**src/sv/swdm_pkg.sv**
```systemverilog
// ----------------------------------------------------------------------------
// swdm_pkg
// Shared types, codes and helper functions for the serial wire debug master.
// ----------------------------------------------------------------------------
`default_nettype none

package swdm_pkg;

   // item kinds carried on the request tuser
   localparam logic [1:0] KIND_QUEUE = 2'd0;
   localparam logic [1:0] KIND_TICK  = 2'd1;
   localparam logic [1:0] KIND_RUN   = 2'd2;

   // ack codes from the target
   localparam logic [2:0] ACK_OK    = 3'd1;
   localparam logic [2:0] ACK_WAIT  = 3'd2;
   localparam logic [2:0] ACK_FAULT = 3'd4;

   // sticky status codes
   localparam logic [1:0] STAT_OK      = 2'd0;
   localparam logic [1:0] STAT_PARITY  = 2'd1;
   localparam logic [1:0] STAT_FAULT   = 2'd2;
   localparam logic [1:0] STAT_INVALID = 2'd3;

   // bit counts of each phase
   localparam logic [7:0] HEAD_BITS     = 8'd8;
   localparam logic [7:0] RD_ACK_BITS   = 8'd4;
   localparam logic [7:0] WR_ACK_BITS   = 8'd5;
   localparam logic [7:0] RD_DATA_BITS  = 8'd34;
   localparam logic [7:0] WR_DATA_BITS  = 8'd33;
   localparam logic [7:0] RUN_IDLE_BITS = 8'd8;

   // reset value of the ap idle register
   localparam logic [7:0] AP_IDLE_RESET = 8'd8;

   typedef enum logic [2:0] {
      PH_IDLE   = 3'd0,
      PH_HEAD   = 3'd1,
      PH_ACK    = 3'd2,
      PH_DATA   = 3'd3,
      PH_APIDLE = 3'd4,
      PH_RUN    = 3'd5
   } swdm_phase_type;

   // one input item as held in the input register
   typedef struct packed {
      logic [1:0]  kind;
      logic [3:0]  request;
      logic [31:0] write_data;
      logic        swdio_in;
   } swdm_item_type;

   // one result item
   typedef struct packed {
      logic        swdio_out;
      logic        swdio_oe;
      logic        txn_done;
      logic        run_done;
      logic [31:0] read_data;
      logic [2:0]  ack;
      logic [1:0]  status;
   } swdm_result_type;

   // header bit at a position: start, apndp, rnw, a2, a3, parity, stop, park
   function automatic logic header_bit(input logic [3:0] req, input logic [2:0] idx);
      logic b;
      case (idx)
         3'd0:    b = 1'b1;
         3'd1:    b = req[0];
         3'd2:    b = req[1];
         3'd3:    b = req[2];
         3'd4:    b = req[3];
         3'd5:    b = ^req;
         3'd6:    b = 1'b0;
         default: b = 1'b1;
      endcase
      return b;
   endfunction

   // status after a transaction closes, from its ack
   function automatic logic [1:0] end_status(input logic [2:0] ack, input logic [1:0] cur);
      logic [1:0] s;
      if (ack == ACK_FAULT) begin
         s = STAT_FAULT;
      end else if (ack != ACK_OK && ack != ACK_WAIT) begin
         s = STAT_INVALID;
      end else begin
         s = cur;
      end
      return s;
   endfunction

endpackage

`default_nettype wire

```
**src/sv/swdm_engine.sv**
```systemverilog
// ----------------------------------------------------------------------------
// swdm_engine
// Transaction state and per-item update: header, ack, data, idle and run.
// ----------------------------------------------------------------------------
`default_nettype none

module swdm_engine
   import swdm_pkg::*;
(
   input  wire logic            clock,
   input  wire logic            reset,
   input  wire logic            item_fire,
   input  wire swdm_item_type   item,
   input  wire logic [7:0]      ap_idle_cycles,
   output swdm_result_type      result
);

   swdm_phase_type phase_ff, phase_in;
   logic [7:0]     bit_count_ff, bit_count_in;
   logic [33:0]    shift_word_ff, shift_word_in;
   logic [3:0]     held_request_ff, held_request_in;
   logic [2:0]     ack_bits_ff, ack_bits_in;
   logic [31:0]    captured_data_ff, captured_data_in;
   logic [1:0]     sticky_status_ff, sticky_status_in;

   logic is_read;
   logic head_last;
   logic ack_last;
   logic data_last;
   logic run_last;
   logic ap_wait;
   logic dout;
   logic oe;
   logic tdone;
   logic rdone;

   // phase end flags
   assign is_read   = held_request_ff[1];
   assign head_last = bit_count_ff >= (HEAD_BITS - 8'd1);
   assign ack_last  = bit_count_ff >= ((is_read ? RD_ACK_BITS : WR_ACK_BITS) - 8'd1);
   assign data_last = bit_count_ff >= ((is_read ? RD_DATA_BITS : WR_DATA_BITS) - 8'd1);
   assign run_last  = bit_count_ff >= (RUN_IDLE_BITS - 8'd1);
   assign ap_wait   = held_request_ff[0] && (ap_idle_cycles != 8'd0);

   // next state
   always_comb begin
      phase_in         = phase_ff;
      bit_count_in     = bit_count_ff;
      shift_word_in    = shift_word_ff;
      held_request_in  = held_request_ff;
      ack_bits_in      = ack_bits_ff;
      captured_data_in = captured_data_ff;
      sticky_status_in = sticky_status_ff;
      if (item_fire) begin
         unique case (item.kind)
            KIND_QUEUE: begin
               if (phase_ff == PH_IDLE && sticky_status_ff == STAT_OK) begin
                  held_request_in = item.request;
                  shift_word_in   = {2'b00, item.write_data};
                  ack_bits_in     = 3'd0;
                  bit_count_in    = 8'd0;
                  phase_in        = PH_HEAD;
               end
            end
            KIND_RUN: begin
               if (phase_ff == PH_IDLE) begin
                  phase_in     = PH_RUN;
                  bit_count_in = 8'd0;
               end
            end
            KIND_TICK: begin
               unique case (phase_ff)
                  PH_IDLE: begin
                     phase_in = PH_IDLE;
                  end
                  PH_HEAD: begin
                     bit_count_in = bit_count_ff + 8'd1;
                     if (head_last) begin
                        phase_in     = PH_ACK;
                        bit_count_in = 8'd0;
                     end
                  end
                  PH_ACK: begin
                     // ack bits follow the first turnaround
                     if (bit_count_ff >= 8'd1 && bit_count_ff <= 8'd3) begin
                        ack_bits_in = ack_bits_ff |
                           (3'({2'b00, item.swdio_in}) << (bit_count_ff[1:0] - 2'd1));
                     end
                     bit_count_in = bit_count_ff + 8'd1;
                     if (ack_last) begin
                        phase_in     = PH_DATA;
                        bit_count_in = 8'd0;
                     end
                  end
                  PH_DATA: begin
                     if (is_read && bit_count_ff < RD_DATA_BITS) begin
                        shift_word_in[bit_count_ff[5:0]] = item.swdio_in;
                     end
                     bit_count_in = bit_count_ff + 8'd1;
                     if (data_last) begin
                        if (is_read) begin
                           captured_data_in = shift_word_ff[31:0];
                           if (shift_word_ff[32] != ^shift_word_ff[31:0]) begin
                              sticky_status_in = STAT_PARITY;
                           end
                        end
                        if (ap_wait) begin
                           phase_in     = PH_APIDLE;
                           bit_count_in = ap_idle_cycles;
                        end else begin
                           sticky_status_in = end_status(ack_bits_ff, sticky_status_in);
                           phase_in         = PH_IDLE;
                           bit_count_in     = 8'd0;
                        end
                     end
                  end
                  PH_APIDLE: begin
                     if (bit_count_ff > 8'd0) begin
                        bit_count_in = bit_count_ff - 8'd1;
                     end
                     if (bit_count_ff <= 8'd1) begin
                        sticky_status_in = end_status(ack_bits_ff, sticky_status_ff);
                        phase_in         = PH_IDLE;
                        bit_count_in     = 8'd0;
                     end
                  end
                  PH_RUN: begin
                     bit_count_in = bit_count_ff + 8'd1;
                     if (run_last) begin
                        sticky_status_in = STAT_OK;
                        phase_in         = PH_IDLE;
                        bit_count_in     = 8'd0;
                     end
                  end
                  default: begin
                     phase_in = PH_IDLE;
                  end
               endcase
            end
            default: begin
               phase_in = phase_ff;
            end
         endcase
      end
   end

   // line drive and done flags for a tick
   always_comb begin
      dout  = 1'b0;
      oe    = 1'b1;
      tdone = 1'b0;
      rdone = 1'b0;
      unique case (phase_ff)
         PH_HEAD: begin
            dout = header_bit(held_request_ff, bit_count_ff[2:0]);
         end
         PH_ACK: begin
            oe = 1'b0;
         end
         PH_DATA: begin
            if (is_read) begin
               oe = 1'b0;
            end else if (bit_count_ff < 8'd32) begin
               dout = shift_word_ff[bit_count_ff[5:0]];
            end else begin
               dout = ^shift_word_ff[31:0];
            end
            tdone = data_last && !ap_wait;
         end
         PH_APIDLE: begin
            tdone = bit_count_ff <= 8'd1;
         end
         PH_RUN: begin
            rdone = run_last;
         end
         default: begin
            dout = 1'b0;
         end
      endcase
   end

   // result item
   always_comb begin
      result.swdio_out = dout & oe;
      result.swdio_oe  = oe;
      result.txn_done  = tdone;
      result.run_done  = rdone;
      result.read_data = captured_data_in;
      result.ack       = ack_bits_in;
      result.status    = (phase_ff == PH_RUN) ? sticky_status_ff : sticky_status_in;
   end

   // state registers
   always_ff @(posedge clock) begin
      if (reset) begin
         phase_ff         <= PH_IDLE;
         bit_count_ff     <= 8'd0;
         shift_word_ff    <= 34'd0;
         held_request_ff  <= 4'd0;
         ack_bits_ff      <= 3'd0;
         captured_data_ff <= 32'd0;
         sticky_status_ff <= STAT_OK;
      end else begin
         phase_ff         <= phase_in;
         bit_count_ff     <= bit_count_in;
         shift_word_ff    <= shift_word_in;
         held_request_ff  <= held_request_in;
         ack_bits_ff      <= ack_bits_in;
         captured_data_ff <= captured_data_in;
         sticky_status_ff <= sticky_status_in;
      end
   end

endmodule

`default_nettype wire

```
**src/sv/swd_master_transaction_top.sv**
```systemverilog
// ----------------------------------------------------------------------------
// swd_master_transaction_top
// Serial wire debug master: queues one access, then drives or samples one
// line bit per tick item, with sticky error status and run flush.
// ----------------------------------------------------------------------------
//
//   channel   direction  ports                  contents
//   req       in         req_tvalid/tready      tuser kind, tdata request item
//   rsp       out        rsp_tvalid/tready      tdata line bit and status, tlast
//   csr       in         csr_valid/ready        ap idle cycle count
//
// One item per cycle unless a tick item waits on a stalled result: an item is
// held in the input register, the engine updates its state from it and a
// tick result lands in the output register. Queue and run items give no result.
// Reset clears the valid flags and the engine state; the ap idle count returns to 8.
// A stalled result holds the input register only once the item there
// would produce another result.
`default_nettype none

module swd_master_transaction_top
   import swdm_pkg::*;
(
   input  wire logic        clock,
   input  wire logic        reset,
   // request channel
   input  wire logic        req_tvalid,
   output logic             req_tready,
   input  wire logic [39:0] req_tdata,   // request[3:0], write_data[35:4], swdio_in[36], zero
   input  wire logic [1:0]  req_tuser,   // kind[1:0]
   // result channel
   output logic             rsp_tvalid,
   input  wire logic        rsp_tready,
   output logic [39:0]      rsp_tdata,   // swdio_out[0], swdio_oe[1], run_done[2],
                                         // read_data[34:3], ack[37:35], status[39:38]
   output logic             rsp_tlast,   // txn_done
   // configuration write
   input  wire logic        csr_valid,
   output logic             csr_ready,
   input  wire logic [7:0]  csr_data     // ap_idle_cycles
);

   logic            in_valid_ff, in_valid_in;
   swdm_item_type   in_item_ff;
   logic            rsp_valid_ff, rsp_valid_in;
   swdm_result_type rsp_ff;
   logic [7:0]      ap_idle_ff;
   logic            out_free;
   logic            has_result;
   logic            advance;
   swdm_result_type result;

   // config register, always ready
   assign csr_ready = 1'b1;

   always_ff @(posedge clock) begin
      if (reset) begin
         ap_idle_ff <= AP_IDLE_RESET;
      end else if (csr_valid) begin
         ap_idle_ff <= csr_data;
      end
   end

   // handshake between the stages
   assign out_free   = !rsp_valid_ff || rsp_tready;
   assign has_result = in_item_ff.kind == KIND_TICK;
   assign advance    = in_valid_ff && (!has_result || out_free);
   assign req_tready = !in_valid_ff || advance;

   assign in_valid_in  = req_tready ? req_tvalid : in_valid_ff;
   assign rsp_valid_in = (advance && has_result) ? 1'b1 :
                         (rsp_tready ? 1'b0 : rsp_valid_ff);

   // input register
   always_ff @(posedge clock) begin
      if (reset) begin
         in_valid_ff <= 1'b0;
      end else begin
         in_valid_ff <= in_valid_in;
      end
   end

   always_ff @(posedge clock) begin
      if (req_tready && req_tvalid) begin
         in_item_ff.kind       <= req_tuser;
         in_item_ff.request    <= req_tdata[3:0];
         in_item_ff.write_data <= req_tdata[35:4];
         in_item_ff.swdio_in   <= req_tdata[36];
      end
   end

   swdm_engine u_engine (
      .clock          (clock),
      .reset          (reset),
      .item_fire      (advance),
      .item           (in_item_ff),
      .ap_idle_cycles (ap_idle_ff),
      .result         (result)
   );

   // output register
   always_ff @(posedge clock) begin
      if (reset) begin
         rsp_valid_ff <= 1'b0;
      end else begin
         rsp_valid_ff <= rsp_valid_in;
      end
   end

   always_ff @(posedge clock) begin
      if (advance && has_result) begin
         rsp_ff <= result;
      end
   end

   assign rsp_tvalid = rsp_valid_ff;
   assign rsp_tlast  = rsp_ff.txn_done;
   assign rsp_tdata  = {rsp_ff.status, rsp_ff.ack, rsp_ff.read_data,
                        rsp_ff.run_done, rsp_ff.swdio_oe, rsp_ff.swdio_out};

   // a transaction end and a run end never share a tick
   a_done_exclusive: assert property (@(posedge clock) disable iff (reset)
      rsp_tvalid |-> !(rsp_tlast && rsp_tdata[2]))
      else $error("txn_done and run_done together");

   // the line is only driven high while output enable is set
   a_drive_needs_oe: assert property (@(posedge clock) disable iff (reset)
      rsp_tvalid && rsp_tdata[0] |-> rsp_tdata[1])
      else $error("swdio_out high without swdio_oe");

   // a held item blocked by a full output stays in the input register
   a_in_hold: assert property (@(posedge clock) disable iff (reset)
      in_valid_ff && !advance |=> in_valid_ff && $stable(in_item_ff))
      else $error("blocked input item lost");

endmodule

`default_nettype wire
```
**config.mk**
```make
export PLATFORM = sky130hd
export DESIGN_NAME = swd_master_transaction_top
export DESIGN_NICKNAME = d
export VERILOG_FILES = /design/src/sv/swdm_pkg.sv /design/src/sv/swdm_engine.sv /design/src/sv/swd_master_transaction_top.sv
export SDC_FILE = /design/constraint.sdc
export NUM_CORES = 1
export LEC_CHECK = 0
export ABC_CLOCK_PERIOD_IN_PS = 3300
export BUFFER_PORTS_ARGS = -buffer_cell sky130_fd_sc_hd__buf_2
export CAP_MARGIN = 10
export CORE_ASPECT_RATIO = 1.25
export CORE_MARGIN = 4
export CORE_UTILIZATION = 46
export DETAILED_ROUTE_END_ITERATION = 10
export HOLD_SLACK_MARGIN = 0.1
export PLACE_DENSITY = 0.68
export SLEW_MARGIN = 20
export SYNTH_ARGS = -nofsm -noshare
export SYNTH_HDL_FRONTEND = slang
export SYNTH_SLANG_ARGS = --single-unit
```
**constraint.sdc**
```tcl
create_clock -name clock -period 3.3 [get_ports clock]
set_input_delay 0.825 -clock clock [delete_from_list [all_inputs] [get_ports clock]]
set_output_delay 0.825 -clock clock [all_outputs]
set_load 0.05 [all_outputs]
```
# == After elaboration in Yosys (flattened, before gate mapping) ==
# Cells that the tools add are included.
# Widths: inputs -> output; s select.
# word_totals
wordCells,163
ff_bits,176
out_inout_bits,44
input_bits,55
# classes
n_bitwise,2
magnitude_cmp,11
reduce_logical,31
mux,64
n_addsub,5
n_eq_ne,28
shifts,1
# op_table
cell,count
$mux 32,5
$mux 34,3
$pmux 34 s2,1
$mux 8,8
$mux 3,12
$bwmux 34,1
$pmux 8 s4,1
$reduce_xor 32->1,1
$mux 2,14
$pmux 8 s3,1
$sub 8x1->8 const B,3
$eq 3x3->1 const B,6
$ne 3x2->1 const B,6
$ge 8x8->1,2
$lt 8x6->1 const B,2
$pmux 3 s5,1
$eq 3x2->1 const B,4
$logic_and 1x1->1,10
$pmux 3 s3,1
$reduce_and 9->1,1
$add 8x1->8 const B,1
$ge 8x1->1 const B,1
$ge 8x3->1 const B,1
$gt 8x1->1 const B,1
35 further kinds,55

# == Logic depth before layout (Yosys ltp) ==
# logic_depth
ltp_word,12
mapped_depth,11
depth_no_buf,9

# == Cells and area by module ==
# From an unflattened synthesis, not the netlist that was laid out.
# hier_totals
cells_unflattened,779
area_unflattened_um2,8285.4
# by_module_without_submodules
module,seq_area_each_um2,cells_each,area_per_inst_um2,n_inst
swdm_engine,1701.6,656,5459.0,1
swd_master_transaction_top,2602.5,123,2826.5,1

# == Worst setup path before layout ==
# No wires, ideal clock.
# synth_path
kind,reg2reg
start,reg in_item_ff[38] (netlist name)
end,reg in_item_ff[0] (netlist name) (enable)
setup_ps,437
synth_period_minus_slack_ps,3053
required_time_ps,2863
n_path_buf,2
arrival_time_ps,2616
slack_ps,247
path_stages_with_launch,7
cell_sequence,edfxtp_1 inv_1 ha_1 clkbuf_1 clkbuf_1 nand4b_1 and2_1
# synth_between
elab_chain_len,6
# synth_lines
element,line,source
from (decl),swd_master_transaction_top.sv:43,swdm_item_type in_item_ff;
$eq 2x1->1,swd_master_transaction_top.sv:65,assign has_result = in_item_ff.kind == KIND_TICK;
$logic_not 1->1,swd_master_transaction_top.sv:66,assign advance = in_valid_ff && (!has_result || out_free);
$logic_or 1x1->1,swd_master_transaction_top.sv:66,
$logic_and 1x1->1,swd_master_transaction_top.sv:66,
$logic_or 1x1->1,swd_master_transaction_top.sv:67,assign req_tready = !in_valid_ff || advance;
named net req_tready,swd_master_transaction_top.sv:27,"output logic req_tready,"
$logic_and 1x1->1,swd_master_transaction_top.sv:83,if (req_tready && req_tvalid) begin
# The timed path passes the listed nets, and every way through them passes these cells.
# A chain may end at the register's enable or synchronous reset.

# == Worst setup path in the final report ==
# layout_path
start,reg u_engine.phase_ff[2]
end,reg u_engine.phase_ff[0]
# layout_between
elab_chain_len,4
elab_cells_between_ends,17
classes_between,12 x eq/ne; 2 x mux; 3 x reduce/logical
# layout_lines
element,line,source
from (decl),swdm_engine.sv:18,"swdm_phase_type phase_ff, phase_in;"
from (signal assigned),swdm_engine.sv:204,phase_ff <= phase_in;
"parallel branches: the longest is 4 deep, another holds $pmux 3 s5",-,
# Parallel ways; which one is timed is not known.

==> results.txt <==
----------------------------------------------------
[Outcome]
  Outcome ... completed

[Global route]
  Largest net degree at the start of global routing ... 55
  Antenna violations before repair ... 0
  Congestion Overflow GR ... 0
  Vias in the first global route ... roughly 6000
  First-pass GRT wire length ... roughly 32 mm
  Total global-route track usage ... 20.6%

[Critical path]
  Reg2Reg Capture Point ... u_engine.phase_ff[0]$_SDFFE_PP0P_
  Crit-path slowest cell ... a2111oi_0
  Most frequent cell on the critical path ... a211oi_1
  Startpoint of the worst-slack reg-to-reg timing path ... u_engine.phase_ff[2]$_SDFFE_PP0P_
  Kind of end point of the critical path ... flop
  Delay of the slowest cell on the worst path ... 480 ps
  R2R cell count ... 7
  Cell breakdown of the critical path ... or3_1 > or3_4 > a21o_1 > a211oi_1 > o211ai_1 > a2111oi_0 > a211oi_1
  Critical path data arrival time ... 3090 ps
  Max FO, Critical Path ... 14
  Category of the critical setup timing path ... flop to flop
  Required time of the worst setup path ... around 3600 ps
  Startpoint class of the critical path ... flop
  Slack of the worst reg-to-reg path ... 510 ps

[Hold path]
  Worst Hold Endpoint ... u_engine.held_request_ff[1]$_SDFFE_PP0P_
  Type of the worst min-delay path ... flop to flop
  Hold Path Depth ... 2
  Origin of the worst min-delay path ... in_item_ff[34]$_DFFE_PP_

[CTS]
  Number of buffers created by CTS ... 17
  Root buffer selected by CTS ... clkbuf_16
  CTS H-Tree Depth ... 4
  Clock latency reported for the late side of the worst-skew pair ... approximately 440 ps
  Clk pin slew, worst setup/hold paths ... approximately 70 ps
  Number of clock sinks ... roughly 180
  Post-CTS Repair Setup Buffers ... 0
  Post-cts gate resize count ... 0
  Worst-case clock buffer depth ... 2
  # hold bufs at CTS ... 0
  CTS tree ... built

[Flow run]
  Number of max-cap violations ... 0

[Die]
  Initial cell density of the core ... between 40% and 50%
  Num ports ... 99
  Die boundary width ... about 130 um
  Core Region ... between 15000 and 20000 um2
  Height of the chip ... 159 um
  Die Area ... approximately 20000 um2
  Row cnt ... 54

[STA]
  Total count of max-transition violations in the final report ... 0
  Ratio of final minimum period to clock period ... 84.6%
  Transition at the pin with the smallest max-transition slack ... between 900 and 1000 ps
  Headroom to the max-slew limit ... a little under two fifths
  Setup-violating endpoint count in the final report ... 0
  Final critical delay including setup and external delays ... between 2000 and 3000 ps
  Top achievable clock speed ... between 0.3 and 0.4 GHz
  RSZ-0062 raised after global routing ... no
  Setup Skew ... 14.0 ps
  Setup TNS ... 0 ps
  Final Hold Violating Endpoints ... 0

[Layout]
  Layout cells sized above 1 ... 24.0%
  Fillers ... 1537
  Post-layout net count ... approximately 950
  Post-Route Utilization ... 54.9%
  Syn-to-layout area delta ... 16.0%
  Diode insertion count for antenna repair ... 0

[Logic synthesis]
  Top-area cell type share of the netlist area ... 28.8%
  Synthesized area per cell ... roughly 11 um2
  Number of distinct library cells after synthesis ... 70
  Largest cells by area after synthesis ... edfxtp_1 (29%), dfxtp_1 (23%), mux2_2 (4.3%)
  Synthesized instance count ... ~790
  Most used standard cells in the synthesized netlist ... dfxtp_1 (95), edfxtp_1 (80), nor2_1 (64)
  #FFs+latches synth ... 175
  Nets in the synthesized netlist ... between 800 and 900
  Number of warnings printed during yosys synthesis ... 0
  EDFF count, synth ... 80
  Share of async-settable or async-resettable flops after synthesis ... 0%
  Most instantiated flip-flop cell in the synthesis netlist ... dfxtp_1
  Portion of the post-synthesis area used by sequential elements ... 51.5%
  Cell area after synthesis ... between 8000 and 9000 um2
  Biggest area consumer among synthesized cells ... edfxtp_1
  Most common cell in the synthesized netlist ... dfxtp_1

[Placement]
  Detailed-placement wirelength estimate ... about 15 mm
  Placer's final routability congestion estimate ... 0.980
  Number of port buffers ... 94

[Route]
  Drc violations ... 0
  Avg WL per Cell ... about 19 um
  DR vias/cell ... around 5.7
  Residual antenna-violating net count after detailed routing ... 0
  Number of search-and-repair iterations in the first detailed-routing pass ... 5
  Vias post-DR ... around 6300
  Final routed wirelength across all metal layers ... around 21 mm
  DRC violation total after the first TritonRoute iteration ... 652

[Power]
  Total power divided by cell area ... 489 nW/um2
  Maximum ir drop on the vdd rail ... between 0.3 and 0.4 mV
  Total Power ... ~4.7 mW
  Leakage Power ... around 3.7 nW

----------------------------------------------------
==> area by class of cell <==
cell class / instances / area, um2 / share of cell area [%]
sequential: 175 / 4300 / 44.4
timing repair buffer: 117 / 668 / 6.90
clock buffer: 19 / 475 / 4.91
clock inverter: 13 / 110 / 1.14
inverter: 19 / 71.3 / 0.736
multi-input combinational: 547 / 3780 / 39.0
tap: 224 / 280 / 2.89
==> registers in the layout (all words and copies together), names as in the netlist, 3 cells and up <==
register,count
rsp_tdata,40
in_item_ff,39
u_engine.shift_word_ff,33
u_engine.captured_data_ff,32
ap_idle_ff,8
u_engine.bit_count_ff,8
u_engine.held_request_ff,4
u_engine.ack_bits_ff,3
u_engine.phase_ff,3
==> power breakdown <==
part	internal (mW)	switching, mW
Combinational	0.145	0.236
Clock	1.08	0.915
Sequential	2.32	0.0379
==> worst max path at each step <==
stage / from / end / slack (ps) / depth (start not counted)
finish: u_engine.phase_ff[2]$_SDFFE_PP0P_ / u_engine.phase_ff[0]$_SDFFE_PP0P_ / 510 / 7
global route: u_engine.phase_ff[2]$_SDFFE_PP0P_ / u_engine.phase_ff[0]$_SDFFE_PP0P_ / 400 / 7
CTS: u_engine.phase_ff[2]$_SDFFE_PP0P_ / u_engine.phase_ff[0]$_SDFFE_PP0P_ / 610 / 7
detailed placement: rsp_tready / u_engine.phase_ff[0]$_SDFFE_PP0P_ / 550 / 8
global placement: rsp_tready / u_engine.phase_ff[0]$_SDFFE_PP0P_ / 580 / 8
floorplan: in_item_ff[38]$_DFFE_PP_ / in_item_ff[0]$_DFFE_PP_ / 250 / 6
==> critical path, delay by kind of cell (launching register included) <==
| family | cells | cell delay [ps] |
|---|---|---|
| AO/OA/AOI/OAI | 5 | 1450 |
| AND/OR/NAND/NOR | 2 | 790 |
| flip-flops | 1 | 430 |
==> metrics by stage <==
stage	setup slack, ps	area (um2)	hold WS, ps	cells
2_1_floorplan	247	8350	448	786
6_report	509	9690	475	1114
4_1_cts	606	9690	482	1114
5_1_grt	398	9690	509	1114
3_3_place_gp	581	9100	459	1082
3_5_place_dp	553	9100	463	1082
==> logic make-up (layout without fill, tap and decap cells) <==
family | count (synthesis) | after routing | synth area share [%]
fa+ha+maj | 13 | 13 | 1.95
compound gates | 200 | 200 | 16.9
buf+inv | 64 | 168 | 3.33
simple gates | 236 | 236 | 13.9
other cells | 1 | 1 | 0.0449
xor+xnor | 41 | 41 | 4.48
mux | 56 | 56 | 7.79
flops | 175 | 175 | 51.5
==> routing by layer <==
layer	global-route usage, %	routed length, um	vias up
met5	0	0	-
met4	7.25	444	0
met3	3.89	1040	31
met2	32.2	9940	186
met1	28.8	9480	3028
li1	-	-	3067
==> cells in the final DEF, fill, tap and decap left out, types with 5 or more instances in the layout <==
| cell | instances |
|---|---|
| mux2_2 | 32 |
| ha_1 | 13 |
| inv_1 | 18 |
| a21oi_2 | 10 |
| edfxtp_1 | 80 |
| nor3_1 | 9 |
| nor2b_1 | 10 |
| clkbuf_16 | 19 |
| o22ai_1 | 5 |
| xnor2_1 | 32 |
| or3_1 | 6 |
| xor2_1 | 8 |
| inv_8 | 5 |
| a21oi_1 | 55 |
| a211oi_1 | 6 |
| a311oi_1 | 10 |
| a31oi_1 | 11 |
| buf_4 | 21 |
| o21ai_0 | 42 |
| dfxtp_1 | 95 |
| nor2_1 | 64 |
| a221oi_1 | 5 |
| o2bb2ai_1 | 5 |
| mux2i_1 | 20 |
| a2bb2oi_1 | 5 |
| and2_1 | 38 |
| nand3_1 | 19 |
| a311oi_2 | 10 |
| nand2_1 | 57 |
| nand2b_1 | 7 |
| buf_2 | 94 |
Note: power is estimated with default switching activity, not from simulation.
